`config.mk`:
```
export PLATFORM = sky130hd
export DESIGN_NAME = top_k_selector_flat
export DESIGN_NICKNAME = d
export VERILOG_FILES = /design/src/rtl/tks_pkg.sv /design/src/rtl/tks_if.sv /design/src/rtl/top_k_selector.sv /design/src/rtl/tks_store.sv /design/src/flat_wrapper.sv
export SDC_FILE = /design/constraint.sdc
export NUM_CORES = 2
export LEC_CHECK = 0
export ABC_AREA = 1
export CORE_MARGIN = 1
export CORE_UTILIZATION = 40
export CTS_BUF_LIST = sky130_fd_sc_hd__clkbuf_4 sky130_fd_sc_hd__clkbuf_8
export DETAILED_ROUTE_END_ITERATION = 8
export DONT_BUFFER_PORTS = 1
export HOLD_SLACK_MARGIN = 0.1
export SLEW_MARGIN = 20
export SYNTH_ARGS = -nofsm -noshare
export SYNTH_HDL_FRONTEND = slang
export SYNTH_HIERARCHICAL = 1
export SYNTH_SLANG_ARGS = --single-unit
```
`constraint.sdc`:
```
create_clock -name clock -period 18.2 [get_ports clock]
set_input_delay 1.82 -clock clock [delete_from_list [all_inputs] [get_ports clock]]
set_output_delay 1.82 -clock clock [all_outputs]
set_load 0.1 [all_outputs]
```
`src/rtl/tks_pkg.sv`:
```
`timescale 1ns / 1ps
`default_nettype none

package tks_pkg;

   localparam int KEEP_COUNT = 10;
   localparam int ID_W       = 31;
   localparam int SCORE_W    = 32;
   localparam int CNT_W      = $clog2(KEEP_COUNT + 1);
   localparam int IDX_W      = (KEEP_COUNT > 1) ? $clog2(KEEP_COUNT) : 1;

   typedef logic [CNT_W-1:0] count_type;
   typedef logic [IDX_W-1:0] index_type;

   localparam count_type FULL_COUNT = count_type'(KEEP_COUNT);
   localparam index_type LAST_INDEX = index_type'(KEEP_COUNT - 1);

   typedef struct packed {
      logic [ID_W-1:0]    id;
      logic [SCORE_W-1:0] score;
   } entry_type;

   // store update for one cycle: drop shifts entries above drop_pos down,
   // append then writes data at append_pos
   typedef struct packed {
      logic      append;
      logic      drop;
      index_type drop_pos;
      index_type append_pos;
      entry_type data;
   } store_cmd_type;

endpackage

`default_nettype wire

```
`src/rtl/tks_if.sv`:
```
`timescale 1ns / 1ps
`default_nettype none

interface tks_req_if;
   logic                        valid;
   logic                        ready;
   logic                        mode;
   logic [tks_pkg::ID_W-1:0]    item_id;
   logic [tks_pkg::SCORE_W-1:0] item_score;

   modport source (output valid, output mode, output item_id, output item_score,
                   input ready);
   modport sink   (input valid, input mode, input item_id, input item_score,
                   output ready);
endinterface

interface tks_rsp_if;
   logic                        valid;
   logic                        ready;
   logic [tks_pkg::ID_W-1:0]    out_id;
   logic [tks_pkg::SCORE_W-1:0] out_score;
   logic                        last;

   modport source (output valid, output out_id, output out_score, output last,
                   input ready);
   modport sink   (input valid, input out_id, input out_score, input last,
                   output ready);
endinterface

`default_nettype wire

```
`src/rtl/top_k_selector.sv`:
```
`timescale 1ns / 1ps
`default_nettype none

// channel   dir  word
// req_bus   in   mode, item_id[30:0], item_score[31:0]
// rsp_bus   out  out_id[30:0], out_score[31:0], last
//
// offer with fewer than KEEP_COUNT held: appended straight from idle, no scan
// offer when full: min scan on the one comparator, then evict
// flush of n entries: each emit is one min scan
// req ready only while the sequencer is idle; a flush emit waits for the
// rsp output register to be free, so rsp stalls stretch the flush
// reset clears the fill count, the sequencer and rsp valid, no clearing pass

module top_k_selector (
   input wire         clock,
   input wire         reset,
   tks_req_if.sink    req_bus,
   tks_rsp_if.source  rsp_bus
);

   typedef enum logic [2:0] {
      ST_IDLE,
      ST_LOAD,
      ST_SCAN,
      ST_EVICT,
      ST_EMIT
   } state_type;

   state_type               state_ff, state_in;
   tks_pkg::count_type      fill_ff, fill_in;
   tks_pkg::index_type      idx_ff, idx_in;
   tks_pkg::index_type      pos_ff, pos_in;
   tks_pkg::entry_type      min_ff, min_in;
   tks_pkg::entry_type      new_ff, new_in;
   logic                    flush_ff, flush_in;
   logic                    rsp_valid_ff, rsp_valid_in;
   tks_pkg::entry_type      rsp_entry_ff, rsp_entry_in;
   logic                    rsp_last_ff, rsp_last_in;

   tks_pkg::store_cmd_type  cmd;
   tks_pkg::index_type      rd_index;
   tks_pkg::entry_type      rd_entry;
   logic [tks_pkg::SCORE_W-1:0] cmp_a, cmp_b;
   logic                    cmp_lt;
   logic                    req_take;
   logic                    rsp_free;

   tks_store u_store (
      .clock    (clock),
      .cmd      (cmd),
      .rd_index (rd_index),
      .rd_entry (rd_entry)
   );

   // shared compare unit
   assign cmp_lt = cmp_a < cmp_b;

   assign req_bus.ready     = (state_ff == ST_IDLE);
   assign req_take          = req_bus.valid && req_bus.ready;
   assign rsp_free          = !rsp_valid_ff || rsp_bus.ready;
   assign rsp_bus.valid     = rsp_valid_ff;
   assign rsp_bus.out_id    = rsp_entry_ff.id;
   assign rsp_bus.out_score = rsp_entry_ff.score;
   assign rsp_bus.last      = rsp_last_ff;

   always_comb begin
      state_in     = state_ff;
      fill_in      = fill_ff;
      idx_in       = idx_ff;
      pos_in       = pos_ff;
      min_in       = min_ff;
      new_in       = new_ff;
      flush_in     = flush_ff;
      rsp_valid_in = rsp_valid_ff && !rsp_bus.ready;
      rsp_entry_in = rsp_entry_ff;
      rsp_last_in  = rsp_last_ff;
      cmd          = '0;
      rd_index     = '0;
      cmp_a        = rd_entry.score;
      cmp_b        = min_ff.score;

      unique case (state_ff)
         ST_IDLE: begin
            if (req_take) begin
               new_in   = '{id: req_bus.item_id, score: req_bus.item_score};
               flush_in = req_bus.mode;
               if (req_bus.mode) begin
                  if (fill_ff != '0) begin
                     state_in = ST_LOAD;
                  end
               end else if (fill_ff < tks_pkg::FULL_COUNT) begin
                  cmd.append     = 1'b1;
                  cmd.append_pos = fill_ff[tks_pkg::IDX_W-1:0];
                  cmd.data       = '{id: req_bus.item_id, score: req_bus.item_score};
                  fill_in        = fill_ff + tks_pkg::count_type'(1);
               end else begin
                  state_in = ST_LOAD;
               end
            end
         end
         ST_LOAD: begin
            rd_index = '0;
            min_in   = rd_entry;
            pos_in   = '0;
            idx_in   = tks_pkg::index_type'(1);
            if (fill_ff == tks_pkg::count_type'(1)) begin
               state_in = flush_ff ? ST_EMIT : ST_EVICT;
            end else begin
               state_in = ST_SCAN;
            end
         end
         ST_SCAN: begin
            rd_index = idx_ff;
            cmp_a    = rd_entry.score;
            cmp_b    = min_ff.score;
            // strict compare keeps the earliest of equal minima
            if (cmp_lt) begin
               min_in = rd_entry;
               pos_in = idx_ff;
            end
            if (tks_pkg::count_type'(idx_ff) == fill_ff - tks_pkg::count_type'(1)) begin
               state_in = flush_ff ? ST_EMIT : ST_EVICT;
            end else begin
               idx_in = idx_ff + tks_pkg::index_type'(1);
            end
         end
         ST_EVICT: begin
            cmp_a = min_ff.score;
            cmp_b = new_ff.score;
            if (cmp_lt) begin
               cmd.drop       = 1'b1;
               cmd.drop_pos   = pos_ff;
               cmd.append     = 1'b1;
               cmd.append_pos = tks_pkg::LAST_INDEX;
               cmd.data       = new_ff;
            end
            state_in = ST_IDLE;
         end
         ST_EMIT: begin
            if (rsp_free) begin
               rsp_valid_in = 1'b1;
               rsp_entry_in = min_ff;
               rsp_last_in  = (fill_ff == tks_pkg::count_type'(1));
               cmd.drop     = 1'b1;
               cmd.drop_pos = pos_ff;
               fill_in      = fill_ff - tks_pkg::count_type'(1);
               state_in     = (fill_ff == tks_pkg::count_type'(1)) ? ST_IDLE : ST_LOAD;
            end
         end
         default: begin
            state_in = ST_IDLE;
         end
      endcase
   end

   always_ff @(posedge clock) begin
      idx_ff       <= idx_in;
      pos_ff       <= pos_in;
      min_ff       <= min_in;
      new_ff       <= new_in;
      flush_ff     <= flush_in;
      rsp_entry_ff <= rsp_entry_in;
      rsp_last_ff  <= rsp_last_in;
      if (reset) begin
         state_ff     <= ST_IDLE;
         fill_ff      <= '0;
         rsp_valid_ff <= 1'b0;
      end else begin
         state_ff     <= state_in;
         fill_ff      <= fill_in;
         rsp_valid_ff <= rsp_valid_in;
      end
   end

`ifndef SYNTH
   a_fill_bound: assert property (@(posedge clock) disable iff (reset)
      fill_ff <= tks_pkg::FULL_COUNT)
      else $error("fill count beyond capacity");

   a_scan_in_range: assert property (@(posedge clock) disable iff (reset)
      (state_ff == ST_SCAN) |-> (tks_pkg::count_type'(idx_ff) < fill_ff))
      else $error("scan index past held entries");

   a_append_grows: assert property (@(posedge clock) disable iff (reset)
      (req_take && !req_bus.mode && (fill_ff < tks_pkg::FULL_COUNT))
      |=> (fill_ff == $past(fill_ff) + tks_pkg::count_type'(1)))
      else $error("offer into free slot did not grow the store");

   a_emit_last: assert property (@(posedge clock) disable iff (reset)
      ((state_ff == ST_EMIT) && rsp_free)
      |=> (rsp_bus.valid && (rsp_bus.last == ($past(fill_ff) == tks_pkg::count_type'(1)))))
      else $error("emitted word or last flag wrong");
`endif

endmodule

`default_nettype wire

```
`src/rtl/tks_store.sv`:
```
`timescale 1ns / 1ps
`default_nettype none

module tks_store (
   input  wire                      clock,
   input  wire tks_pkg::store_cmd_type cmd,
   input  wire tks_pkg::index_type  rd_index,
   output tks_pkg::entry_type       rd_entry
);

   tks_pkg::entry_type entry_ff [tks_pkg::KEEP_COUNT];
   tks_pkg::entry_type entry_in [tks_pkg::KEEP_COUNT];

   always_comb begin
      for (int i = 0; i < tks_pkg::KEEP_COUNT; i++) begin
         entry_in[i] = entry_ff[i];
      end
      for (int i = 0; i < tks_pkg::KEEP_COUNT - 1; i++) begin
         if (cmd.drop && (tks_pkg::index_type'(i) >= cmd.drop_pos)) begin
            entry_in[i] = entry_ff[i + 1];
         end
      end
      for (int i = 0; i < tks_pkg::KEEP_COUNT; i++) begin
         if (cmd.append && (tks_pkg::index_type'(i) == cmd.append_pos)) begin
            entry_in[i] = cmd.data;
         end
      end
   end

   always_ff @(posedge clock) begin
      for (int i = 0; i < tks_pkg::KEEP_COUNT; i++) begin
         entry_ff[i] <= entry_in[i];
      end
   end

   assign rd_entry = entry_ff[rd_index];

endmodule

`default_nettype wire
```
`src/flat_wrapper.sv`:
```
// flat-port wrapper written by rule: the top's interface ports become plain ports
module top_k_selector_flat 
  (clock, reset, req_bus_valid, req_bus_mode, req_bus_item_id, req_bus_item_score, req_bus_ready, rsp_bus_valid, rsp_bus_out_id, rsp_bus_out_score, rsp_bus_last, rsp_bus_ready);
  tks_req_if req_bus_i ();
  tks_rsp_if rsp_bus_i ();
  input wire clock;
  input wire reset;
  input wire logic [$bits(req_bus_i.valid)-1:0] req_bus_valid;
  input wire logic [$bits(req_bus_i.mode)-1:0] req_bus_mode;
  input wire logic [$bits(req_bus_i.item_id)-1:0] req_bus_item_id;
  input wire logic [$bits(req_bus_i.item_score)-1:0] req_bus_item_score;
  output wire logic [$bits(req_bus_i.ready)-1:0] req_bus_ready;
  output wire logic [$bits(rsp_bus_i.valid)-1:0] rsp_bus_valid;
  output wire logic [$bits(rsp_bus_i.out_id)-1:0] rsp_bus_out_id;
  output wire logic [$bits(rsp_bus_i.out_score)-1:0] rsp_bus_out_score;
  output wire logic [$bits(rsp_bus_i.last)-1:0] rsp_bus_last;
  input wire logic [$bits(rsp_bus_i.ready)-1:0] rsp_bus_ready;
  assign req_bus_i.valid = req_bus_valid;
  assign req_bus_i.mode = req_bus_mode;
  assign req_bus_i.item_id = req_bus_item_id;
  assign req_bus_i.item_score = req_bus_item_score;
  assign req_bus_ready = req_bus_i.ready;
  assign rsp_bus_valid = rsp_bus_i.valid;
  assign rsp_bus_out_id = rsp_bus_i.out_id;
  assign rsp_bus_out_score = rsp_bus_i.out_score;
  assign rsp_bus_last = rsp_bus_i.last;
  assign rsp_bus_i.ready = rsp_bus_ready;
  top_k_selector u_core (.clock(clock), .reset(reset), .req_bus(req_bus_i), .rsp_bus(rsp_bus_i));
endmodule
```
* Word-level counts from Yosys, hierarchy flattened
Memory sizes are Yosys's and may differ from the RTL's.
Index checks and enable logic that the tools add are counted.
** Word-level totals
- Flip-flop bits (word level) :: 207
- Bits in latches :: 0
- Memory bits (writable) :: 630
- Memory bits (read-only) :: 0
- Bits of input ports :: 68
- Memories :: 1
** Operators by class
- $add $sub $neg :: 3
- Multiply operators :: 0
- Divide/modulo/power cells :: 0
- Magnitude comparators :: 11
- Equality and inequality tests :: 25
- Shift-type cells :: 0
- Multiplexer cells :: 56
- Bitwise logic cells :: 0
- Reductions and logical operators :: 35
** Memory list
- u_core.u_store.entry_ff :: depth 10, width 63, rd ports 10, clocked after Yosys merged registers in 0, wr ports 10, RTL line tks_store.sv:11 : tks_pkg::entry_type entry_ff [tks_pkg::KEEP_COUNT];
** Operators by type and width (count)
- $mux W63 :: 20
- $mux W67 :: 3
- $pmux W67 S2 :: 1
- $pmux W63 S2 :: 1
- $mux W73 :: 1
- $mux W32 :: 2
- $lt A32 B32 Y1 :: 1
- $mux W4 :: 7
- $mux W3 :: 8
- $pmux W4 S2 :: 3
- $logic_and A1 B1 Y1 :: 21
- $eq A3 B4 Y1 const A :: 4
- $ge A3 B4 Y1 const A :: 4
- $pmux W3 S4 :: 1
- $ne A2 B2 Y1 const B :: 5
- $pmux W5 S2 :: 1
- $reduce_and A5 Y1 :: 2
- $add A4 B1 Y4 const B :: 2
- $eq A2 B4 Y1 const A :: 2
- $eq A4 B4 Y1 const A :: 2
- $ge A1 B4 Y1 const A :: 2
- $ge A2 B4 Y1 const A :: 2
- $reduce_and A2 Y1 :: 4
- $eq A3 B2 Y1 const B :: 2
- 19 further kinds :: 29

* Logic depth before layout (Yosys ltp)
An unclocked memory read counts as a cell.
- Depth in word-level cells :: 11
- Depth in mapped cells :: 37
- Depth with buffers taken out :: 32

* Modules after synthesis
Netlist, hierarchy kept.
** Modules (own cells, without submodules)
- tks_store :: instances 1, cells each 3751, area each 32093.3 um^2, seq. area each 18918.1 um^2
- top_k_selector :: instances 1, cells each 827, area each 9198.8 um^2, seq. area each 6135.9 um^2

* Worst setup path before layout
OpenSTA, ideal clock, no wires.
- Kind :: reg2reg
- From :: register u_core.state_ff[2]
- To :: memory u_core/u_store/entry_ff[5][0] (netlist name), enable pin
- Library setup time :: 571 ps
- Data arrival time :: 8280 ps
- Data required time :: 17629 ps
- Slack :: 9349 ps
- Cell stages (with the launch flop) :: 31
- Path buffers :: 4
- Period minus slack after synthesis :: 8851 ps
- Cells stage by stage :: dfxtp_1 -> inv_1 -> nand3_1 -> inv_1 -> nand2_1 -> inv_1 -> buf_2 -> inv_2 -> buf_2 -> clkbuf_1 -> nand2_1 -> nand3_1 -> nand3_1 -> nand3_1 -> nand2_1 -> nand2_1 -> o21ai_0 -> ha_1 -> a21oi_1 -> o21ai_0 -> nand3_1 -> nand2_1 -> nand2_1 -> a21oi_1 -> nor2_1 -> buf_2 -> nand3_1 -> o21ai_0 -> inv_2 -> or2_1 -> o21ai_0
** RTL lines
- start: declaration :: RTL line top_k_selector.sv:30 : state_type state_ff, state_in;
- start signal: assignment :: RTL line top_k_selector.sv:170 : state_ff <= state_in;
- end: declaration :: RTL line tks_store.sv:11

==> summary.txt <==
Critical path
  • Most used cell, CP: nand2_1
  • Reg2Reg Setup Slack: 9.31 ns
  • Slowest cell on crit path: buf_4
  • R2R cell count: 29
  • Worst-path fanout max: 160
  • CP Launch Type: flip-flop
  • RR Startpoint: u_core/state_ff[2]
  • CP endpoint: u_core/u_store/entry_ff[1][48]
  • Worst R2R End: u_core/u_store/entry_ff[1][48]
  • CP Data Required Time: approximately 19 ns
  • Crit path DAT: 9.31 ns
  • CP delay by family, top: simple AND/OR/NAND/NOR gates
  • CP Depth: 29
  • WS Path Type: reg -> reg
  • Crit end category: flip-flop
  • WP buf/inv: 7
  • Worst setup path startpoint: u_core/state_ff[2]
  • Crit-path max cell delay: between 0.9 and 1 ns

Route
  • Via density: around 5.3
  • # DRC: 0
  • Routed wire length per instance: around 20 um
  • Iter 0 DRT Violations: 3,571
  • Routed Antenna Nets: 0
  • Drt pass-1 iters: 6
  • Final WL: 121,000 um
  • DR vias: approximately 32,000

Logic synthesis
  • Synth Area in Adders: 1.09%
  • Synth Net Count: ~4,700
  • Synth area leader: edfxtp_1
  • Largest family of logic cells by synthesized area: simple AND/OR/NAND/NOR gates
  • Simple logic cell fraction of the synthesized area: a little over a fifth
  • Cell with the most instances after synthesis: nand2_1
  • Area contributors post-synth: edfxtp_1 60%, nand2_1 14%, o21ai_0 8.1%
  • Post-synth cell types: 34
  • Top cell type's share of synthesized area: about three fifths
  • Ys flop type: edfxtp_1
  • Cells after Synth: about 4,600
  • Number of synthesized flops with an enable pin: about 830
  • Async SR Flop Fraction: 0%
  • Yosys warns: 6
  • Post-Syn Area: 41,300 sq um
  • Synth Area in XOR/XNOR: less than 1%
  • Synthesized flop and latch total: 837
  • Synth Area in Compound Gates: a little under a tenth
  • Avg Cell Area, Syn: roughly 9.0 sq um
  • Synth cell count leaders: 1,512 x nand2_1, 829 x edfxtp_1, 670 x o21ai_0
  • Multiplexer share of the synthesized area: 0%
  • Seq/Total Area, Yosys: 60.7%

Die
  • I/O pin count: about 130
  • DIE HEIGHT: 323 um
  • Die ar.: between 100,000 and 150,000 sq um
  • FP Rows: about 120
  • Initial core utilization: roughly 40%
  • CORE AREA: approximately 100,000 sq um
  • Die width: 323 um

STA
  • Top achievable clock speed: 112 MHz
  • Hold Fails Final Rpt: 0
  • Fin crit period: around 8.9 ns
  • Clock Skew: about 0.035 ns
  • Setup TNS: 0 ns
  • Final setup viols: 0
  • Rel. slew slack: between 20% and 30%
  • Worst Max-Slew Pin Slew: about 1.1 ns
  • Hold_ws: roughly 0.42 ns
  • RSZ-0062 raised after global routing: false
  • Final Max Slew Viols: 0
  • Final Cycle Share: between 40 and 50%

CTS
  • Hold_buf cts: 0
  • Clk root buf: clkbuf_8
  • CTS Buf Count: ~140
  • # clock sinks: about 840
  • Setup bufs post-CTS: 0
  • CTS tree: built
  • Clock Pin Slew Worst Setup and Hold Paths: roughly 0.06 ns
  • H-tree depth: 4
  • Post-cts resize count: 0
  • Worst-Skew Late Latency: around 0.8 ns
  • Maximum buffer depth of the clock tree: 3

Layout
  • NumNets Final: between 4,000 and 5,000
  • Layout fillers: between 9,000 and 10,000
  • Area Overhead vs Synth: 9.29%
  • Post-route insts no fill: 5,976
  • Share of cells above drive strength 1: around 6.6%

Flow run
  • Max cap viols: 0

GRT
  • Total gr overflow: 0
  • First-pass GRT wire length: between 150,000 and 200,000 um
  • Met1 usage: about a third
  • M2 GR Usage: between 30% and 40%
  • Met3 usage: 4.76%
  • Total Routing Usage GR: 23.3%
  • GR peak layer: met2
  • Vias in the first global route: about 30,000
  • Largest net degree at the start of global routing: roughly 160
  • Initial antenna violation count: 12

Hold path
  • Worst min path class: reg -> reg

Pwr
  • Leakage: roughly 18 nW
  • PwrDens: around 98 nW/um^2
  • Maximum VDD drop: a little over 100 uV

Placed design
  • Placer congestion estimate: slightly above 0.8
  • Placed cells: 5,717
  • DP HPWL: 66,400 um
  • Port buffer count: 0

Status
  • Status: completed
-- where the power goes --
| group | switching, mW | total [mW] | internal (mW) |
|---|---|---|---|
| Combinational | 0.391 | 0.513 | 0.122 |
| Sequential | 0.0384 | 2.27 | 2.23 |
| Clock | 0.789 | 1.62 | 0.835 |
| Total | 1.22 | 4.40 | 3.18 |
-- stage by stage --
step	setup WS (ns)	power, mW	utilization [%]	cell area (sq um)
2_1_floorplan	9.35	2.63	-	41300
5_1_grt	8.90	4.58	44.2	45100
3_3_place_gp	9.76	2.81	41.6	42400
6_report	9.31	4.40	44.2	45100
3_5_place_dp	9.59	2.81	41.6	42400
4_1_cts	9.59	4.44	44.2	45100
-- state kept, by name (all words and copies together) (netlist names) --
name                      cells
u_core/rsp_bus.last           1
u_core/rsp_bus.out_id        31
u_core/idx_ff                 4
u_core/state_ff               3
u_core/u_store/entry_ff     630
u_core/new_ff                63
u_core/fill_ff                4
u_core/rsp_bus.valid          1
u_core/pos_ff                 4
u_core/flush_ff               1
u_core/min_ff                63
u_core/rsp_bus.out_score     32
-- worst min path at each step --
stage                           start                         to  slack, ns  cells after the start
global route        u_core/min_ff[55]  u_core/rsp_bus.out_id[23]       0.43                      0
floorplan           u_core/min_ff[32]   u_core/rsp_bus.out_id[0]       0.40                      0
finish              u_core/min_ff[57]  u_core/rsp_bus.out_id[25]       0.42                      0
detailed placement  u_core/min_ff[60]  u_core/rsp_bus.out_id[28]       0.40                      0
global placement    u_core/min_ff[54]  u_core/rsp_bus.out_id[22]       0.40                      0
CTS                 u_core/min_ff[57]  u_core/rsp_bus.out_id[25]       0.42                      0
-- routing by layer --
metal	part of all wire, %	routed length (um)
met3	9.3	11300
met1	43	52400
met5	0.082	99
met4	1.8	2150
met2	46	55400
-- cell type report --
type / instances / area, sq um / share of cell area, %
flip-flops and latches: 837 / 25100 / 55.5
multi-input cells: 2941 / 13300 / 29.5
clock buffers: 191 / 2340 / 5.19
inverters: 520 / 1980 / 4.38
well taps: 1368 / 1710 / 3.79
repair buffers: 52 / 423 / 0.937
clock inverters: 61 / 298 / 0.660
diodes: 6 / 15.0 / 0.0333
-- cells by family after synthesis --
group / Yosys count
AND/OR/NAND/NOR: 2157
flip-flops: 837
buffers and inverters: 800
AO/OA/AOI/OAI: 741
adder cells (fa/ha/maj): 36
XOR/XNOR: 7
-- cells in the final DEF, fill, tap and decap left out, drive strengths merged, types with 22 or more instances in the layout --
cell type	count
nand2	1512
clkbuf	191
buf	52
a21oi	22
nor2	168
ha	36
nand3	396
edfxtp	829
clkinv	49
o21ai	708
inv	523
nand4	72
-- worst reg2reg max path, delay by kind of cell, from the launching register on --
family                     cells  cell delay (ns)
adders and majority gates      1             0.29
buffers and inverters          7             2.91
AOI/OAI and AO/OA              5             1.30
and+or+nand+nor               16             3.60
DFF                            1             0.35
Power figures use the tool's default switching activity.
